## config.mk

```make
export PLATFORM = sky130hd
export DESIGN_NAME = bab_post
export DESIGN_NICKNAME = d
export VERILOG_FILES = /design/src/bab_pkg.sv /design/src/bab_post.sv
export SDC_FILE = /design/constraint.sdc
export NUM_CORES = 1
export LEC_CHECK = 0
export BUFFER_PORTS_ARGS = -buffer_cell sky130_fd_sc_hd__buf_2
export CORE_MARGIN = 1.5
export CORE_UTILIZATION = 39
export CTS_CLUSTER_SIZE = 16
export DETAILED_ROUTE_END_ITERATION = 7
export HOLD_SLACK_MARGIN = 0.02
export PLACE_DENSITY = 0.77
export REMOVE_ABC_BUFFERS = 1
export SYNTH_ARGS = -nofsm -noshare
export SYNTH_HDL_FRONTEND = slang
export SYNTH_SLANG_ARGS = --single-unit
```

## constraint.sdc

```tcl
create_clock -name clk -period 2.05 [get_ports clk]
set_clock_uncertainty 0.15 [all_clocks]
set_input_delay 0.1025 -clock clk [delete_from_list [all_inputs] [get_ports clk]]
set_output_delay 0.1025 -clock clk [all_outputs]
set_load 0.05 [all_outputs]
```

## src/bab_pkg.sv

```systemverilog
// Package for the bearing block: widths, CORDIC angle table and shared types.
`default_nettype none
package bab_pkg;

  localparam int COORD_WIDTH = 16;
  localparam int ANGLE_WIDTH = 16;
  localparam int ITERATIONS  = 16;

  localparam int TABLE_LEN  = 32;
  localparam int TABLE_BITS = 32;
  localparam int NORM_TOP   = 40;

  localparam int DW  = COORD_WIDTH + 1;             // coordinate difference
  localparam int MW  = COORD_WIDTH;                 // magnitude of a difference
  localparam int PW  = $clog2(MW);                  // msb position
  localparam int SW  = $clog2(NORM_TOP + 1);        // normalize shift
  localparam int XW  = NORM_TOP + 4;                // CORDIC x/y datapath
  localparam int ZW  = TABLE_BITS + 2;              // CORDIC angle accumulator
  localparam int IW  = $clog2(TABLE_LEN);           // cell index
  localparam int CW  = TABLE_BITS - 1;              // clamped angle
  localparam int RSH = (TABLE_BITS > ANGLE_WIDTH) ? TABLE_BITS - ANGLE_WIDTH : 0;

  localparam int IN_TW  = ((4 * COORD_WIDTH + 7) / 8) * 8;
  localparam int OUT_TW = ((ANGLE_WIDTH + 7) / 8) * 8;

  localparam logic [ANGLE_WIDTH-1:0] ANG_HALF    = ANGLE_WIDTH'(64'd1 << (ANGLE_WIDTH - 1));
  localparam logic [ANGLE_WIDTH-1:0] ANG_QUARTER = ANGLE_WIDTH'(64'd1 << (ANGLE_WIDTH - 2));
  localparam logic [ANGLE_WIDTH-1:0] ANG_3QUARTER = ANG_HALF + ANG_QUARTER;

  localparam logic [TABLE_BITS-1:0] ATAN_TBL [TABLE_LEN] = '{
    32'd536870912, 32'd316933406, 32'd167458907, 32'd85004756, 32'd42667331,
    32'd21354465,  32'd10679838,  32'd5340245,   32'd2670163,  32'd1335086,
    32'd667544,    32'd333772,    32'd166886,    32'd83443,    32'd41721,
    32'd20860,     32'd10430,     32'd5215,      32'd2607,     32'd1303,
    32'd651,       32'd325,       32'd162,       32'd81,       32'd40,
    32'd20,        32'd10,        32'd5,         32'd2,        32'd1,
    32'd0,         32'd0
  };

  // sideband carried alongside the CORDIC data
  typedef struct packed {
    logic                   spec;   // point on an axis, result is sval
    logic [ANGLE_WIDTH-1:0] sval;
    logic                   dx_neg;
    logic                   dy_neg;
  } tag_t;

  typedef struct packed {
    logic signed [XW-1:0] x;
    logic signed [XW-1:0] y;
    logic signed [ZW-1:0] z;
    tag_t                 tag;
  } cell_t;

endpackage
`default_nettype wire

```

## src/bab_post.sv

```systemverilog
// Back end: angle clamp and rounding, then quadrant mapping to the bearing.
`default_nettype none
module bab_post (
  input  wire                                   clk,
  input  wire                                   rst_n,
  input  wire                                   en,
  input  wire                                   in_vld,
  input  wire bab_pkg::cell_t                   in_cell,
  output logic                                  out_vld,
  output logic [bab_pkg::ANGLE_WIDTH-1:0]       bearing
);
  import bab_pkg::*;

  localparam logic signed [ZW-1:0] ZQ  = ZW'(64'd1 << (TABLE_BITS - 2));
  localparam logic [TABLE_BITS-1:0] RND =
    (RSH > 0) ? TABLE_BITS'(64'd1 << (RSH - 1)) : '0;

  logic [1:0]             vld_r;
  logic [ANGLE_WIDTH-1:0] t_r;
  tag_t                   tag_r;
  logic [ANGLE_WIDTH-1:0] bearing_r;
  logic [CW-1:0]          zc;
  logic [TABLE_BITS-1:0]  zsum;
  logic [ANGLE_WIDTH-1:0] t_nxt;
  logic [ANGLE_WIDTH-1:0] r_nxt;

  always_comb begin
    if (in_cell.z[ZW-1]) begin
      zc = '0;
    end else if (in_cell.z > ZQ) begin
      zc = CW'(ZQ);
    end else begin
      zc = in_cell.z[CW-1:0];
    end
    zsum  = TABLE_BITS'(zc) + RND;
    t_nxt = ANGLE_WIDTH'(zsum >> RSH);
  end

  always_comb begin
    if (tag_r.spec) begin
      r_nxt = tag_r.sval;
    end else if (!tag_r.dx_neg && !tag_r.dy_neg) begin
      r_nxt = t_r;
    end else if (!tag_r.dx_neg) begin
      r_nxt = ANG_HALF - t_r;
    end else if (tag_r.dy_neg) begin
      r_nxt = ANG_HALF + t_r;
    end else begin
      r_nxt = '0 - t_r;
    end
  end

  always_ff @(posedge clk) begin
    if (!rst_n) begin
      vld_r <= '0;
    end else if (en) begin
      vld_r <= {vld_r[0], in_vld};
    end
  end

  always_ff @(posedge clk) begin
    if (en) begin
      t_r       <= t_nxt;
      tag_r     <= in_cell.tag;
      bearing_r <= r_nxt;
    end
  end

  assign out_vld = vld_r[1];
  assign bearing = bearing_r;

`ifndef SYNTHESIS
  a_t_quarter: assert property (@(posedge clk) disable iff (!rst_n)
    vld_r[0] |-> t_r <= ANG_QUARTER)
    else $error("rounded angle above a quarter turn");
  a_spec_axis: assert property (@(posedge clk) disable iff (!rst_n)
    (vld_r[0] && tag_r.spec) |-> tag_r.sval[ANGLE_WIDTH-3:0] == '0)
    else $error("axis result not a multiple of a quarter turn");
`endif

endmodule
`default_nettype wire

```

==> impl_metrics.toml <==
[die]
core_area_sq_mm = 0.00639
ios = 162
die-area_sq_mm = 0.00718
initial_core_util_pct = 40.8
dieWidth_microns = 84.7
rows = 29
die_h_microns = 84.7

[worst_setup_path]
slowest_delay_ns = 0.49
cp-start-kind = "flop"
cp-startpoint = "t_r[0]"
critPathRequiredTime_ns = 1.96
regToRegStartpoint = "t_r[0]"
path_class = "flop to flop"
r2r_end = "bearing[8]"
endpoint = "bearing[8]"
r2r_cells = 6
r2r_slack_ns = -0.10
critPathMaxFanout = 3
path_cells = "inv_2 -> ha_4 -> or4b_4 -> o41ai_4 -> xnor2_1 -> mux2_2"
cp-end-kind = "flop"
cpMaxStageDelayCell = "or4b_4"
worstPathArrival_ns = 2.07

[logic_synthesis]
synthDistinctLibCells = 35
yosys_warnings = 0
synth_top_area_share_pct = 58.8
ys_async_sr_fraction_pct = 0
synth-main-ff-cell = "edfxtp_1"
synth_seq_cells = 53
seq_area_frac_synth_pct = 60.3
yosysTopAreaCell = "edfxtp_1"
syn_avg_cell_area_sq_um = 13.0
synth_top_cells_by_area = "edfxtp_1, mux2_2, xor2_1, xnor2_1, nor3_1"
synthesis.area_sq_mm = 0.00260
synth-edff-count = 51
synth_cells = 201

[route]
num_vias = 2021
dr.pass1.iters = 4
routed_via_density = 5.03
drt_iter0_drc = 120
drt-total-wl_mm = 5.40
drc_errors = 0
wl_per_cell_microns = 13.4
drtAntennaViolNets = 0

[timing]
drv_slew = 0
finalCritPeriodShare_pct = 105
rsz0062_at_grt = "true"
worst_slack_ns = -0.102
fin_crit_ns = 2.15
hold_violations = 0
setup-violations-final = 1
fmax_mhz = 465

[cells_and_area]
drive_gt1_share_pct = 40.9
final_cell_mix = "buf_2, edfxtp_1, buf_4"
fin_cells = 402
nFillCells = 522
final_common_cell = "buf_2"
n_antenna_cell = 0
multi_input_area_sq_mm = 0.00102
postLayoutCoreUtil_pct = 57.0
seqCellArea_sq_mm = 0.00157
area_delta_synth_final_pct = 39.7
layout.nets = 470

[outcome]
violations = "setup timing"
status = "finished with violations"

[clock_tree]
clock-sinks = 53
clk_pin_slew_ns = 0.09
numCtsBuffers = 5
root_buffer = "clkbuf_8"
htree_levels = 2
clk_latency_ns = 0.30
cts_buffer_depth = 2
cts_tree = "built"

[place]
gp_congestion = 0.839
io_buffers = 73
place_ws_ns = -0.106
dp_cells = 363
dp_hpwl_mm = 3.62

[grt]
grt_max_degree = 54
grtUsageTotal_pct = 14.6
grt_pass1_wl_mm = 8.29
grt-ovfl-total = 0
grt_pass1_vias = 1892
antenna_found_initial = 0

[pwr]
vdd_drop_max_uv = 579
p_per_area_mw_per_mm2 = 726
leakage_nw = 1.38

[run]
cap_viol_max_count = 0

[worst_hold_path]
hp-class = "primary input to flop"
## Yosys cell counts (2+ instances only)
master,number
dfxtp_1,2
buf_1,2
nand2_1,10
nand3_1,2
mux2_2,13
edfxtp_1,51
nor4_1,12
xnor2_1,14
clkbuf_1,5
a41oi_1,3
a21oi_1,4
nand4_1,7
xor2_1,15
mux2i_1,2
nor2b_1,2
a31oi_1,4
inv_1,5
nor3b_1,2
nor4b_1,2
o21ai_0,4
nor2_1,9
nor3_1,18
## worst min path at each step
stage | cells after the start | startpoint | slack (ns) | to
global route | 3 | in_cell[51] | 0.04 | t_r[14]
CTS | 3 | in_cell[51] | 0.02 | t_r[14]
detailed placement | 1 | in_cell[10] | 0.13 | tag_r[10]
global placement | 1 | in_cell[16] | 0.13 | tag_r[16]
floorplan | 0 | in_cell[0] | 0.05 | tag_r[0]
finish | 3 | in_cell[51] | 0.04 | t_r[14]
## worst max-delay path, delay by kind of cell (launching register included)
family	cells	cell delay [ns]
DFF	1	0.41
and+or+nand+nor	1	0.49
adders and majority gates	1	0.14
xor gates and xnor gates	1	0.12
AOI/OAI and AO/OA	1	0.25
buffers and inverters	1	0.10
muxes	1	0.26
## state kept, by name, summed over array words and instances (netlist names)
signal and count:
t_r 16, bearing 16, tag_r 19, vld_r 2
## through the flow
| stage | area [sq um] | TNS, ns | power (mW) | hold WS, ns |
|---|---|---|---|---|
| 2_1_floorplan | 2580 | -0.0138 | 1.69 | 0.0514 |
| 3_3_place_gp | 3200 | -0.0868 | 1.87 | 0.130 |
| 3_5_place_dp | 3200 | -0.374 | 1.89 | 0.131 |
| 4_1_cts | 3580 | -0.0578 | 2.65 | 0.0235 |
| 5_1_grt | 3640 | -0.304 | 2.76 | 0.0448 |
| 6_report | 3640 | -0.102 | 2.64 | 0.0422 |
## area by class of cell
class	instances	area share, %
clock buffer	6	2.27
clock inverter	2	1.03
inverter	5	0.516
multi-input combinational	136	28.2
sequential	53	43.2
tap	77	2.65
timing repair buffer	123	22.2
## logic make-up after synthesis
kind of cell / share of synthesized area [%]
buffers and inverters: 1.73
adders and majority gates: 0.480
and+or+nand+nor: 16.4
other: 0.144
xor gates and xnor gates: 9.75
DFF: 60.3
muxes: 6.39
AOI/OAI and AO/OA: 4.80
## power by group
part / internal (mW) / leakage, nW / switching (mW) / total [mW]
Sequential: 1.30 / 0.512 / 0.0410 / 1.34
Combinational: 0.250 / 0.814 / 0.339 / 0.589
Clock: 0.397 / 0.0574 / 0.319 / 0.716
Total: 1.94 / 1.38 / 0.699 / 2.64
## repair_timing
item                       CTS  global route
hold buffers                22             0
setup endpoints to repair    5             5
pin swaps                    0             5
hold endpoints to repair    22             0
gates resized for setup      5             3
buffers inserted             4             5
## per-layer routing
| layer | GRT usage [%] | vias to the layer above | wire, microns |
|---|---|---|---|
| met4 | 6.89 | 0 | 148 |
| met1 | 17.5 | 915 | 2310 |
| met5 | 0 | - | 0 |
| li1 | - | 1018 | - |
| met2 | 25.1 | 74 | 2650 |
| met3 | 3.05 | 14 | 296 |
No activity file was read; power rests on OpenSTA's default activity.
