[config.mk]
export PLATFORM = sky130hd
export DESIGN_NAME = bab_prep
export DESIGN_NICKNAME = d
export VERILOG_FILES = /design/src/bab_pkg.sv /design/src/bab_prep.sv
export SDC_FILE = /design/constraint.sdc
export NUM_CORES = 1
export LEC_CHECK = 0
export ABC_AREA = 1
export BUFFER_PORTS_ARGS = -buffer_cell sky130_fd_sc_hd__buf_2
export CAP_MARGIN = 25
export CORE_MARGIN = 2
export CORE_UTILIZATION = 40
export CTS_BUF_LIST = sky130_fd_sc_hd__clkbuf_16
export CTS_CLUSTER_SIZE = 14
export DETAILED_ROUTE_END_ITERATION = 8
export GPL_ROUTABILITY_DRIVEN = 0
export GPL_TIMING_DRIVEN = 0
export PLACE_DENSITY = 0.58
export SETUP_SLACK_MARGIN = 0.3
export SYNTH_ARGS = -nofsm -noshare
export SYNTH_HDL_FRONTEND = slang
export SYNTH_SLANG_ARGS = --single-unit
[constraint.sdc]
create_clock -name clk -period 3.7 [get_ports clk]
set_input_delay 0.185 -clock clk [delete_from_list [all_inputs] [get_ports clk]]
set_output_delay 0.185 -clock clk [all_outputs]
set_load 0.02 [all_outputs]
[src/bab_pkg.sv]
// Package for the bearing block: widths, CORDIC angle table and shared types.
`default_nettype none
package bab_pkg;

  localparam int COORD_WIDTH = 16;
  localparam int ANGLE_WIDTH = 16;
  localparam int ITERATIONS  = 16;

  localparam int TABLE_LEN  = 32;
  localparam int TABLE_BITS = 32;
  localparam int NORM_TOP   = 40;

  localparam int DW  = COORD_WIDTH + 1;             // coordinate difference
  localparam int MW  = COORD_WIDTH;                 // magnitude of a difference
  localparam int PW  = $clog2(MW);                  // msb position
  localparam int SW  = $clog2(NORM_TOP + 1);        // normalize shift
  localparam int XW  = NORM_TOP + 4;                // CORDIC x/y datapath
  localparam int ZW  = TABLE_BITS + 2;              // CORDIC angle accumulator
  localparam int IW  = $clog2(TABLE_LEN);           // cell index
  localparam int CW  = TABLE_BITS - 1;              // clamped angle
  localparam int RSH = (TABLE_BITS > ANGLE_WIDTH) ? TABLE_BITS - ANGLE_WIDTH : 0;

  localparam int IN_TW  = ((4 * COORD_WIDTH + 7) / 8) * 8;
  localparam int OUT_TW = ((ANGLE_WIDTH + 7) / 8) * 8;

  localparam logic [ANGLE_WIDTH-1:0] ANG_HALF    = ANGLE_WIDTH'(64'd1 << (ANGLE_WIDTH - 1));
  localparam logic [ANGLE_WIDTH-1:0] ANG_QUARTER = ANGLE_WIDTH'(64'd1 << (ANGLE_WIDTH - 2));
  localparam logic [ANGLE_WIDTH-1:0] ANG_3QUARTER = ANG_HALF + ANG_QUARTER;

  localparam logic [TABLE_BITS-1:0] ATAN_TBL [TABLE_LEN] = '{
    32'd536870912, 32'd316933406, 32'd167458907, 32'd85004756, 32'd42667331,
    32'd21354465,  32'd10679838,  32'd5340245,   32'd2670163,  32'd1335086,
    32'd667544,    32'd333772,    32'd166886,    32'd83443,    32'd41721,
    32'd20860,     32'd10430,     32'd5215,      32'd2607,     32'd1303,
    32'd651,       32'd325,       32'd162,       32'd81,       32'd40,
    32'd20,        32'd10,        32'd5,         32'd2,        32'd1,
    32'd0,         32'd0
  };

  // sideband carried alongside the CORDIC data
  typedef struct packed {
    logic                   spec;   // point on an axis, result is sval
    logic [ANGLE_WIDTH-1:0] sval;
    logic                   dx_neg;
    logic                   dy_neg;
  } tag_t;

  typedef struct packed {
    logic signed [XW-1:0] x;
    logic signed [XW-1:0] y;
    logic signed [ZW-1:0] z;
    tag_t                 tag;
  } cell_t;

endpackage
`default_nettype wire

[src/bab_prep.sv]
// Front end: coordinate differences, magnitudes, axis cases and normalization.
`default_nettype none
module bab_prep (
  input  wire                                    clk,
  input  wire                                    rst_n,
  input  wire                                    en,
  input  wire                                    in_vld,
  input  wire logic signed [bab_pkg::COORD_WIDTH-1:0] ax,
  input  wire logic signed [bab_pkg::COORD_WIDTH-1:0] ay,
  input  wire logic signed [bab_pkg::COORD_WIDTH-1:0] bx,
  input  wire logic signed [bab_pkg::COORD_WIDTH-1:0] by,
  output logic                                   out_vld,
  output bab_pkg::cell_t                         out_cell
);
  import bab_pkg::*;

  localparam logic [SW-1:0] NT = SW'(NORM_TOP);

  logic [3:0] vld_r;

  // stage 1
  logic signed [DW-1:0] dx_r, dy_r;
  // stage 2
  logic [MW-1:0] mx_r, my_r, big_r;
  tag_t          tag2_r;
  logic [MW-1:0] mx_nxt, my_nxt;
  tag_t          tag2_nxt;
  // stage 3
  logic [MW-1:0] mx3_r, my3_r;
  logic [SW-1:0] sh_r;
  tag_t          tag3_r;
  logic [PW-1:0] msb;
  // stage 4
  cell_t         cell_r;
  logic [XW-1:0] xs, ys;

  always_comb begin
    logic [DW-1:0] ndx, ndy;
    ndx = -dx_r;
    ndy = -dy_r;
    mx_nxt = dx_r[DW-1] ? ndx[MW-1:0] : dx_r[MW-1:0];
    my_nxt = dy_r[DW-1] ? ndy[MW-1:0] : dy_r[MW-1:0];
    tag2_nxt.dx_neg = dx_r[DW-1];
    tag2_nxt.dy_neg = dy_r[DW-1];
    tag2_nxt.spec   = (dx_r == '0) || (dy_r == '0);
    if (dx_r == '0) begin
      tag2_nxt.sval = dy_r[DW-1] ? ANG_HALF : '0;
    end else if (dx_r[DW-1]) begin
      tag2_nxt.sval = ANG_3QUARTER;
    end else begin
      tag2_nxt.sval = ANG_QUARTER;
    end
  end

  always_comb begin
    msb = '0;
    for (int i = 0; i < MW; i++) begin
      if (big_r[i]) msb = PW'(i);
    end
  end

  assign xs = XW'(my3_r) << sh_r;
  assign ys = XW'(mx3_r) << sh_r;

  always_ff @(posedge clk) begin
    if (!rst_n) begin
      vld_r <= '0;
    end else if (en) begin
      vld_r <= {vld_r[2:0], in_vld};
    end
  end

  always_ff @(posedge clk) begin
    if (en) begin
      dx_r   <= DW'(bx) - DW'(ax);
      dy_r   <= DW'(by) - DW'(ay);
      mx_r   <= mx_nxt;
      my_r   <= my_nxt;
      big_r  <= (mx_nxt > my_nxt) ? mx_nxt : my_nxt;
      tag2_r <= tag2_nxt;
      mx3_r  <= mx_r;
      my3_r  <= my_r;
      sh_r   <= NT - SW'(msb);
      tag3_r <= tag2_r;
      cell_r.x   <= $signed(xs);
      cell_r.y   <= $signed(ys);
      cell_r.z   <= '0;
      cell_r.tag <= tag3_r;
    end
  end

  assign out_vld  = vld_r[3];
  assign out_cell = cell_r;

endmodule
`default_nettype wire

==> impl_metrics.ini <==
[status]
status = complete, no violations

[pwr]
report.power.total_mw = 9.83
peakVddDrop_v = 0.000338
pwr_density_cell_mw_per_mm2 = 641
p_leak_nw = 6.87

[worst_setup_path]
path_class = reg2reg
r2r_slack_ps = 410
cp-end-kind = flip-flop
required_ps = 3950
cp-start-kind = flip-flop
arrival_ps = 3540
cp_max_fo = 8

[routing]
wl_um = 28900
wl_per_cell_um = 14.7
drt_first_pass_iters = 5
via_per_inst = 4.79
ant_nets = 0
route.detailed.drc = 0
drtIter0Drc = 537
vias = 9419

[synth]
synth_commonest_cells = nand2_1 (275), edfxtp_1 (222), inv_1 (141)
synth-seq-cells = 226
synth.distinct_cells = 58
synth_edf_count = 222
synthCells = 1283
yosys-top-cells-area = edfxtp_1 (53%), nand2_1 (8.2%), ha_1 (5.1%)
synth_top_area_cell = edfxtp_1
synth_top_area_share_pct = 52.8
ys_warn_count = 0
synth_area_mm2 = 0.0126
yosysSeqAreaShare_pct = 53.5
yosysMostFrequentCell = nand2_1
avgSynthCellArea_um2 = 9.83
async_flop_share_pct = 0
synth_flop_cell = edfxtp_1

[timing]
setup_violations = 0
period_minus_slack_ps = 3290
period_share_pct = 89.0
hold_viol = 0
fin_ws_ps = 407
rsz0062_at_grt = true
fmax_mhz = 304
final.setup_skew_ps = 25.2
relSlewSlack_pct = 35.0
slew_viol_final = 0
tightest_slew_ps = 975

[floorplanning]
io_pins = 210
die_h_um = 182
start_util_pct = 40.3
rows = 65
dieWidth_um = 182
die-area_mm2 = 0.0330
core_area_mm2 = 0.0313

[clocking]
clkSlewWorstSetupHoldPaths_ps = 60
cts.sinks = 226
cts_buffers = 26
insertion_delay_ps = 520
cts-root-buf = clkbuf_16
tritoncts = done
htreeDepth = 1
clockBufferDepth = 3

[layout]
final_layout_size_suffix_gt1_share_pct = 23.2
fill_cells = 2951
register_area_mm2 = 0.00675
nNetsFinal = 1664
syn_to_final_growth_pct = 21.6
n_antenna_cell = 0
multi_input_area_mm2 = 0.00496

[hold_path]
worstHoldPathType = in2reg

[global_routing]
antenna_found_initial = 0
grt-ovfl-total = 0
grt_max_degree = 123
first_global_vias = 8838
grt_pass1_wl_um = 45500
grt.total_usage_pct = 17.1

[placed_design]
pre_cts_slack_ps = 32.3
dpl.hpwl_um = 22100
numPortBuffers = 161

[job]
cap_viol_max_count = 0
cell families after synthesis:
group	after synthesis	share of synthesized area (%)
other cells	1	0.0297
fa+ha+maj	53	5.38
mux	12	0.952
xor+xnor	57	4.31
simple gates	450	15.1
buf+inv	241	9.34
compound gates	243	11.4
flops	226	53.5
worst max-delay path, stage by stage, from the launching register on:
cell and delay, ps:
edfxtp_1 420, inv_1 90, ha_1 130, inv_1 70
nor3_4 150, nand3_2 130, nor3_4 200, nand3_2 120
nand2_2 110, xor2_2 190, inv_2 70, ha_1 270
nand2_1 50, inv_1 60, nand2_1 90, nor2_4 110
a21oi_1 80, o21ai_2 200, nand2_4 160, buf_4 170
nor2_1 110, a21oi_2 40
flip-flops by register name (all words and copies together) (netlist names):
name / cells
tag3_r: 5
tag2_r: 5
mx_r: 16
dx_r: 17
my_r: 16
mx3_r: 16
my3_r: 16
vld_r: 4
dy_r: 17
out_cell: 93
sh_r: 6
big_r: 15
metrics by stage:
step,hold WS (ps),setup TNS (ps),std cells,util [%],cell area (um^2)
after floorplan,297,0,1330,-,12800
after detailed placement,405,0,1894,45.2,14100
final,75.6,0,1965,49.0,15300
after CTS,52.3,0,1948,48.2,15100
after global routing,63.2,0,1965,49.0,15300
after global placement,403,-118300,1893,45.0,14100
path summary, 6_finish.rpt:
| path | from | endpoint | cells after the start |
|---|---|---|---|
| max | dy_r[1]$_DFFE_PP_ | big_r[2]$_DFFE_PP_ | 21 |
| min | ay[0] | dy_r[0]$_DFFE_PP_ | 3 |
| max reg2reg | dy_r[1]$_DFFE_PP_ | big_r[2]$_DFFE_PP_ | 21 |
| min reg2reg | mx_r[8]$_DFFE_PP_ | mx3_r[8]$_DFFE_PP_ | 0 |
layout make-up:
| class | instances | share of cell area, % |
|---|---|---|
| clock inverters | 21 | 1.31 |
| flip-flops and latches | 226 | 44.0 |
| well taps | 402 | 3.28 |
| repair buffers | 185 | 6.90 |
| plain buffers | 94 | 4.17 |
| clock buffers | 27 | 4.40 |
| inverters | 147 | 3.63 |
| multi-input cells | 863 | 32.3 |
placed cells by master, fill, tap and decap left out, types with 6 or more instances in the layout:
cell and instances:
o22ai_1 51, clkbuf_1 23, buf_1 6, nor2_1 92
nor4_1 6, xor2_2 11, o21ai_0 84, a21oi_2 12
buf_4 67, nor2_2 8, clkinv_1 7, conb_1 48
edfxtp_1 222, xor2_1 35, buf_2 167, o21ai_1 20
clkinv_2 7, inv_1 141, mux2i_1 12, o21ai_2 12
xnor2_1 10, clkbuf_16 29, nand3_1 31, ha_1 51
buf_6 6, nand2_1 274, inv_2 6, a21oi_1 38
power breakdown:
group	switching [mW]	internal [mW]
combinational	2.31	1.33
clock	1.00	1.60
sequential	0.182	3.41
routing by layer:
layer	wire [um]	GRT usage (%)	vias to the layer above
met4	1160	7.32	0
met5	0	0	-
met3	1380	2.41	60
li1	-	-	4802
met1	12300	21.1	4263
met2	14100	30.0	294
timing repair:
action	CTS	global route
setup endpoints to repair	15	15
gates resized for setup	2	20
hold buffers	3	0
buffers inserted	3	15
gates cloned	0	2
pin swaps	2	6
endpoints found under the hold margin	4	0
No activity file was read; power rests on OpenSTA's default activity.
