===== config.mk =====
export PLATFORM = sky130hd
export DESIGN_NAME = bab_cell
export DESIGN_NICKNAME = d
export VERILOG_FILES = /design/src/bab_pkg.sv /design/src/bab_cell.sv
export SDC_FILE = /design/constraint.sdc
export NUM_CORES = 1
export LEC_CHECK = 0
export BUFFER_PORTS_ARGS = -buffer_cell sky130_fd_sc_hd__buf_2
export CAP_MARGIN = 20
export CELL_PAD_IN_SITES_DETAIL_PLACEMENT = 1
export CELL_PAD_IN_SITES_GLOBAL_PLACEMENT = 2
export CORE_MARGIN = 3
export CORE_UTILIZATION = 37
export DETAILED_ROUTE_END_ITERATION = 12
export PLACE_DENSITY = 0.79
export SYNTH_ARGS = -nofsm -noshare
export SYNTH_HDL_FRONTEND = slang
export SYNTH_SLANG_ARGS = --single-unit

===== constraint.sdc =====
create_clock -name clk -period 7.7 [get_ports clk]
set_input_delay 0.385 -clock clk [delete_from_list [all_inputs] [get_ports clk]]
set_output_delay 0.385 -clock clk [all_outputs]
set_load 0.01 [all_outputs]

===== src/bab_pkg.sv =====
// Package for the bearing block: widths, CORDIC angle table and shared types.
`default_nettype none
package bab_pkg;

  localparam int COORD_WIDTH = 16;
  localparam int ANGLE_WIDTH = 16;
  localparam int ITERATIONS  = 16;

  localparam int TABLE_LEN  = 32;
  localparam int TABLE_BITS = 32;
  localparam int NORM_TOP   = 40;

  localparam int DW  = COORD_WIDTH + 1;             // coordinate difference
  localparam int MW  = COORD_WIDTH;                 // magnitude of a difference
  localparam int PW  = $clog2(MW);                  // msb position
  localparam int SW  = $clog2(NORM_TOP + 1);        // normalize shift
  localparam int XW  = NORM_TOP + 4;                // CORDIC x/y datapath
  localparam int ZW  = TABLE_BITS + 2;              // CORDIC angle accumulator
  localparam int IW  = $clog2(TABLE_LEN);           // cell index
  localparam int CW  = TABLE_BITS - 1;              // clamped angle
  localparam int RSH = (TABLE_BITS > ANGLE_WIDTH) ? TABLE_BITS - ANGLE_WIDTH : 0;

  localparam int IN_TW  = ((4 * COORD_WIDTH + 7) / 8) * 8;
  localparam int OUT_TW = ((ANGLE_WIDTH + 7) / 8) * 8;

  localparam logic [ANGLE_WIDTH-1:0] ANG_HALF    = ANGLE_WIDTH'(64'd1 << (ANGLE_WIDTH - 1));
  localparam logic [ANGLE_WIDTH-1:0] ANG_QUARTER = ANGLE_WIDTH'(64'd1 << (ANGLE_WIDTH - 2));
  localparam logic [ANGLE_WIDTH-1:0] ANG_3QUARTER = ANG_HALF + ANG_QUARTER;

  localparam logic [TABLE_BITS-1:0] ATAN_TBL [TABLE_LEN] = '{
    32'd536870912, 32'd316933406, 32'd167458907, 32'd85004756, 32'd42667331,
    32'd21354465,  32'd10679838,  32'd5340245,   32'd2670163,  32'd1335086,
    32'd667544,    32'd333772,    32'd166886,    32'd83443,    32'd41721,
    32'd20860,     32'd10430,     32'd5215,      32'd2607,     32'd1303,
    32'd651,       32'd325,       32'd162,       32'd81,       32'd40,
    32'd20,        32'd10,        32'd5,         32'd2,        32'd1,
    32'd0,         32'd0
  };

  // sideband carried alongside the CORDIC data
  typedef struct packed {
    logic                   spec;   // point on an axis, result is sval
    logic [ANGLE_WIDTH-1:0] sval;
    logic                   dx_neg;
    logic                   dy_neg;
  } tag_t;

  typedef struct packed {
    logic signed [XW-1:0] x;
    logic signed [XW-1:0] y;
    logic signed [ZW-1:0] z;
    tag_t                 tag;
  } cell_t;

endpackage
`default_nettype wire


===== src/bab_cell.sv =====
// One CORDIC vectoring cell: a single micro-rotation and its register.
`default_nettype none
module bab_cell (
  input  wire                         clk,
  input  wire                         rst_n,
  input  wire                         en,
  input  wire logic [bab_pkg::IW-1:0] idx,
  input  wire                         in_vld,
  input  wire bab_pkg::cell_t         in_cell,
  output logic                        out_vld,
  output bab_pkg::cell_t              out_cell
);
  import bab_pkg::*;

  logic                 vld_r;
  cell_t                cell_r;
  cell_t                cell_nxt;
  logic signed [XW-1:0] xs, ys;
  logic signed [ZW-1:0] da;

  assign xs = in_cell.x >>> idx;
  assign ys = in_cell.y >>> idx;
  assign da = $signed(ZW'(ATAN_TBL[idx]));

  always_comb begin
    cell_nxt.tag = in_cell.tag;
    if (!in_cell.y[XW-1]) begin
      cell_nxt.x = in_cell.x + ys;
      cell_nxt.y = in_cell.y - xs;
      cell_nxt.z = in_cell.z + da;
    end else begin
      cell_nxt.x = in_cell.x - ys;
      cell_nxt.y = in_cell.y + xs;
      cell_nxt.z = in_cell.z - da;
    end
  end

  always_ff @(posedge clk) begin
    if (!rst_n) begin
      vld_r <= 1'b0;
    end else if (en) begin
      vld_r <= in_vld;
    end
  end

  always_ff @(posedge clk) begin
    if (en) begin
      cell_r <= cell_nxt;
    end
  end

  assign out_vld  = vld_r;
  assign out_cell = cell_r;

endmodule
`default_nettype wire


==> metrics.txt, run 1 <==
number of global-route vias before repair=20793; layout cell share with drive strength beyond 1=25.1%; slowest library cell on the worst path=mux4_2; final hold violation count=0; outcome=finished clean; I/O pin cnt=292; routability cong.=1.02; RSZ-0062 raised after global routing=no; synthesis-to-layout area growth=16.0%; RR Endpoint=out_vld; clock power share=19.2%; total power=4.55 mW; TritonCTS clock tree=built; pwr/cell area=194 mW/mm2; Final #Nets=2815; antenna violations before repair=2; worst hold endpoint=out_cell[5]; Clk pin slew, worst setup/hold paths=0.08 ns; hold_sp=in_cell[5]; CP endpoint kind=register; synthesized area=0.0202 mm2; worst r2r path cells=2; worst stage delay on the critical path=0.65 ns; Syn Inst Count=2234; post-synth cell types=102; Max FO, Critical Path=53; Post-synth EDFFs=141; Overflow after GRT=0; die area=0.0575 mm2; Critical Path Start=idx[0]; Hold Buf Count CTS=0; # DRC=0; Startpoint Class=primary input; first-pass GRT wire length=132000 um; Worst R2R Setup Slack=7.04 ns; PortBufs=291; most common cell after layout, fill and taps aside=buf_2; routed len/inst=27.4 um; Seq/Total Area, Yosys=21.0%; sequential share of power=25.8%; Main synth FF type=edfxtp_1; sw frac=43.3%; Async SR Flop Fraction=0%; max frequency=0.142 GHz; pin slew with the least headroom to its limit=1.13 ns; worst hold path type=in -> reg; worst vdd ir=0.000181 V; Final HPWL DP=70800 um; P_sw=1.97 mW; cts bufs inserted=17; CTS max path bufs=2; post-CTS resize count=0; synthesized flop and latch total=142; Initial Util=37.5%; Post CTS Setup Buffer Count=0; Fin Hold WS=0.0472 ns; Final min period=7.04 ns; Global Route Usage Sum=30.3%; most frequent cells in the layout=buf_2 (284), nor2_1 (207), a21oi_1 (188), nand2_1 (184), xnor2_1 (142); setup tns final=0 ns; worst r2r src=out_vld; maxcap violations=0; WHS Path Cells=1; fin. max-slew vios=0; critical path arrival=7.30 ns; final core utilization=43.5%; CTS sink count=142; core area=0.0539 mm2; via count=20381; CP Cell Sequence=clkbuf_8, mux4_2, a221o_1, a222oi_1, buf_4, and3_1, and4b_2, nand4_4, nor4b_1, buf_4, nor3_1, a311oi_1, o21ai_0, ha_1, a21oi_1, o21ai_0, a221oi_1, o21ai_0, a2111oi_0, buf_4, o31ai_1, a21o_1, a211oi_1, xnor2_1; Final ANT Viol Nets=0; setup violators final=0; First-pass DRT Iterations=5; H-tree levels=4; Die W=240 um; P_leak=9.55 nW; Max transition margin=24.4%; num rows=85; Die H=240 um; crit path kind=in -> reg; period utilization=91.5%; Initial DRC Count=1905; Avg Cell Area, Syn=9.06 um2; WL final=88700 um; Fin Clk Skew=0 ns; Yosys warnings=0; largest net degree at the start of global routing=83; Worst EP required=7.95 ns; logic gate share of total power=55.0%; Root Driver=clkbuf_16; via/cell ratio=6.30; P_int=2.58 mW; Skew-Pair Late Insertion Delay=0.50 ns; syn_nets=2525
## cell families (layout without fill, tap and decap cells)
group           count (synthesis)  in the layout  share of synthesized area (%)
compound gates                659            659                           21.4
xor+xnor                      207            207                           8.96
fa+ha+maj                     141            141                           8.83
buf+inv                       184            487                           4.04
flops                         142            142                           21.0
mux                           255            255                           20.5
other cells                     0              3                              0
simple gates                  646            646                           15.3
## flip-flops by register name, summed over array words and instances (netlist names)
name and count:
out_cell 141, out_vld 1
## worst max-delay path, delay by kind of cell
| kind | cells | cell delay (ns) |
|---|---|---|
| multiplexers | 1 | 0.65 |
| adder cells (fa/ha/maj) | 1 | 0.35 |
| XOR/XNOR | 1 | 0.12 |
| buffers and inverters | 4 | 1.15 |
| AO/OA/AOI/OAI | 12 | 3.44 |
| AND/OR/NAND/NOR | 5 | 1.13 |
## cells in the mapped netlist, drive strengths merged, types with 30 or more instances
| master | n | share of area (%) |
|---|---|---|
| a211oi | 34 | 1.3 |
| a21o | 57 | 2.1 |
| a21oi | 188 | 4.6 |
| a31oi | 35 | 1.1 |
| buf | 73 | 2.0 |
| clkbuf | 57 | 1.1 |
| edfxtp | 141 | 21 |
| ha | 138 | 8.5 |
| inv | 53 | 0.98 |
| mux2 | 45 | 2.5 |
| mux2i | 87 | 4.3 |
| mux4 | 123 | 14 |
| nand2 | 185 | 3.4 |
| nand2b | 30 | 0.93 |
| nor2 | 209 | 3.9 |
| nor3 | 53 | 1.3 |
| o21ai | 101 | 2.5 |
| o22ai | 37 | 1.1 |
| xnor2 | 142 | 6.1 |
| xor2 | 65 | 2.8 |
## worst max path at each step
stage	slack [ns]	to
after CTS	0.75	out_cell[138]
after detailed placement	0.24	out_cell[138]
final	0.66	out_cell[138]
after global placement	0.33	out_cell[135]
after floorplan	1.25	out_cell[52]
after global routing	0.11	out_cell[138]
## metrics by stage
step,worst slack [ns],cells,area (um2)
after floorplan,1.25,2234,20200
after global placement,0.334,3200,22900
after detailed placement,0.238,3200,22900
after CTS,0.753,3232,23500
after global routing,0.108,3234,23500
final,0.656,3236,23500
## layout make-up
type | instances | area, um2
fill | 6332 | 30400
clock buffer | 17 | 425
sequential | 142 | 4250
tap | 696 | 871
timing repair buffer | 401 | 2360
multi-input combinational | 1908 | 15200
antenna | 3 | 7.51
inverter | 54 | 203
clock inverter | 15 | 181
## layer usage
layer / global-route usage (%) / part of all wire, %
met2: 49.1 / 46
met3: 5.59 / 7.1
met4: 13.9 / 4.6
met5: 0 / 0
met1: 39.4 / 42
## power by group through the flow
stage / Sequential [mW] / Combinational (mW) / Clock, mW
after floorplan: 1.30 / 1.48 / 0
after global placement: 1.18 / 2.44 / 0
after detailed placement: 1.19 / 2.47 / 0
after CTS: 1.18 / 2.49 / 0.912
after global routing: 1.19 / 2.72 / 0.937
final: 1.17 / 2.50 / 0.876
No activity file was read; power rests on OpenSTA's default activity.
==> inputs of run 2 (changes only) <==
--- a/config.mk
+++ b/config.mk
@@ -9,7 +9,7 @@
 export CAP_MARGIN = 20
 export CELL_PAD_IN_SITES_DETAIL_PLACEMENT = 1
 export CELL_PAD_IN_SITES_GLOBAL_PLACEMENT = 2
-export CORE_MARGIN = 3
+export CORE_MARGIN = 1.5
 export CORE_UTILIZATION = 37
 export DETAILED_ROUTE_END_ITERATION = 12
 export PLACE_DENSITY = 0.79
==> run 2 against run 1 <==
  * First-iteration DRC count decreased by 13%
  * Cell count down 0.49%
  * Via count fell by 0.21%
  * Clock power hardly changed
  * Critical path type unchanged
  * Largest power group unchanged
  * Highest routed layer is now met5
==> metrics.txt, run 2 (synthesis gave the netlist of run 1 again) <==
PortBufs=291 (unchanged); Startpoint Class=primary input (unchanged); worst hold path type=in -> reg (unchanged); RSZ-0062 raised after global routing=no (unchanged); via/cell ratio=6.32 (was 6.30); worst stage delay on the critical path=0.51 ns (was 0.65 ns); setup violators final=0 (unchanged); met3 Use GR=5.27% (was 5.59%); most frequent cells in the layout=buf_2 (284), nor2_1 (207), a21oi_1 (188), nand2_1 (184), xnor2_1 (142) (unchanged); slowest library cell on the worst path=or4bb_1 (was mux4_2); outcome=finished clean (unchanged); post-CTS resize count=0 (unchanged); CTS sink count=142 (unchanged); TritonCTS clock tree=built (unchanged); maxcap violations=0 (unchanged); largest net degree at the start of global routing=91 (was 83); P_leak=9.48 nW (was 9.55 nW); period utilization=91.2% (was 91.5%); Max FO, Critical Path=58 (was 53); # DRC=0 (unchanged); First-pass DRT Iterations=6 (was 5); final hold violation count=0 (unchanged); Global Route Usage Sum=30.6% (was 30.3%); Fin Clk Skew=0 ns (unchanged); Hold Buf Count CTS=0 (unchanged); pwr/cell area=194 mW/mm2 (about the same); gr busiest metal=met2 (unchanged); total power=4.52 mW (was 4.55 mW); Initial Util=37.5% (unchanged); number of global-route vias before repair=20541 (was 20793); critical path arrival=7.26 ns (was 7.30 ns); Fin Hold WS=0.0559 ns (was 0.0472 ns); setup tns final=0 ns (unchanged); Skew-Pair Late Insertion Delay=0.50 ns (about the same); Initial DRC Count=1655 (was 1905); most common cell after layout, fill and taps aside=buf_2 (unchanged); Worst EP required=7.94 ns (was 7.95 ns); Final min period=7.02 ns (was 7.04 ns); met2 Use GR=48.5% (was 49.1%); via count=20339 (was 20381); fin. max-slew vios=0 (unchanged); Final ANT Viol Nets=0 (unchanged); worst vdd ir=0.000174 V (was 0.000181 V); I/O pin cnt=292 (unchanged); WL final=86700 um (was 88700 um); Clk pin slew, worst setup/hold paths=0.08 ns (about the same); pin slew with the least headroom to its limit=1.04 ns (was 1.13 ns); Overflow after GRT=0 (unchanged); cts bufs inserted=17 (unchanged); Post CTS Setup Buffer Count=0 (unchanged); Final HPWL DP=69200 um (was 70800 um); layout cell share with drive strength beyond 1=24.7% (was 25.1%); die area=0.0561 mm2 (was 0.0575 mm2); routed len/inst=26.9 um (was 27.4 um); antenna violations before repair=3 (was 2); most numerous cell on the critical path=a21oi_1; Die W=237 um (was 240 um); num rows=85 (unchanged); CP endpoint kind=register (unchanged); GR met1 Demand/Resource=40.2% (was 39.4%); synthesis-to-layout area growth=15.4% (was 16.0%); crit path kind=in -> reg (unchanged); Root Driver=clkbuf_16 (unchanged); H-tree levels=4 (unchanged); Die H=237 um (was 240 um); Max transition margin=30.4% (was 24.4%); routability cong.=0.963 (was 1.02); CTS max path bufs=2 (unchanged); core area=0.0539 mm2 (unchanged); first-pass GRT wire length=130000 um (was 132000 um); max frequency=0.142 GHz (about the same); Final #Nets=2800 (was 2815); Worst R2R Setup Slack=7.09 ns (was 7.04 ns); number of flip-flops in the largest register=141 (unchanged)
run 2: layout make-up:
| type | count | area (um2) |
|---|---|---|
| antenna | 2 | 5.00 |
| clock buffer | 17 | 425 |
| clock inverter | 15 | 184 |
| fill | 6305 | 30600 |
| inverter | 54 | 203 |
| multi-input combinational | 1908 | 15200 |
| sequential | 142 | 4250 |
| tap | 696 | 871 |
| timing repair buffer | 386 | 2250 |
run 2: routing by layer:
metal / vias up / share of wire (%)
li1: 9154 / -
met4: 4 / 4.8
met5: - / 0.024
met1: 10106 / 43
met3: 202 / 7.1
met2: 873 / 45
run 2: path summary, 6_finish.rpt:
kind,startpoint,end,cells past startpoint
worst min register to register,out_vld,out_vld,2
worst max-delay path,idx[0],out_cell[52],25
worst min-delay path,in_cell[11],out_cell[11],1
worst max register to register,out_vld,out_vld,2
run 2: critical path: cells and delay by family:
| family | cells | cell delay [ns] |
|---|---|---|
| AOI/OAI and AO/OA | 11 | 3.13 |
| xor gates and xnor gates | 2 | 0.34 |
| adders and majority gates | 2 | 0.88 |
| buffers and inverters | 3 | 1.06 |
| and+or+nand+nor | 7 | 1.40 |
run 2: through the flow:
step	worst slack (ns)	area, um2	util, %	cells
detailed placement	0.148	22700	42.2	3186
global placement	0.282	22700	42.2	3186
floorplan	1.25	20200	-	2234
finish	0.680	23400	43.3	3220
global route	0.107	23400	43.3	3219
CTS	0.677	23400	43.3	3218
run 2: power breakdown:
group          internal [mW]  switching [mW]  leakage, nW
Sequential              1.13          0.0448         1.39
Clock                  0.438           0.439        0.296
Combinational           1.00            1.47         7.79
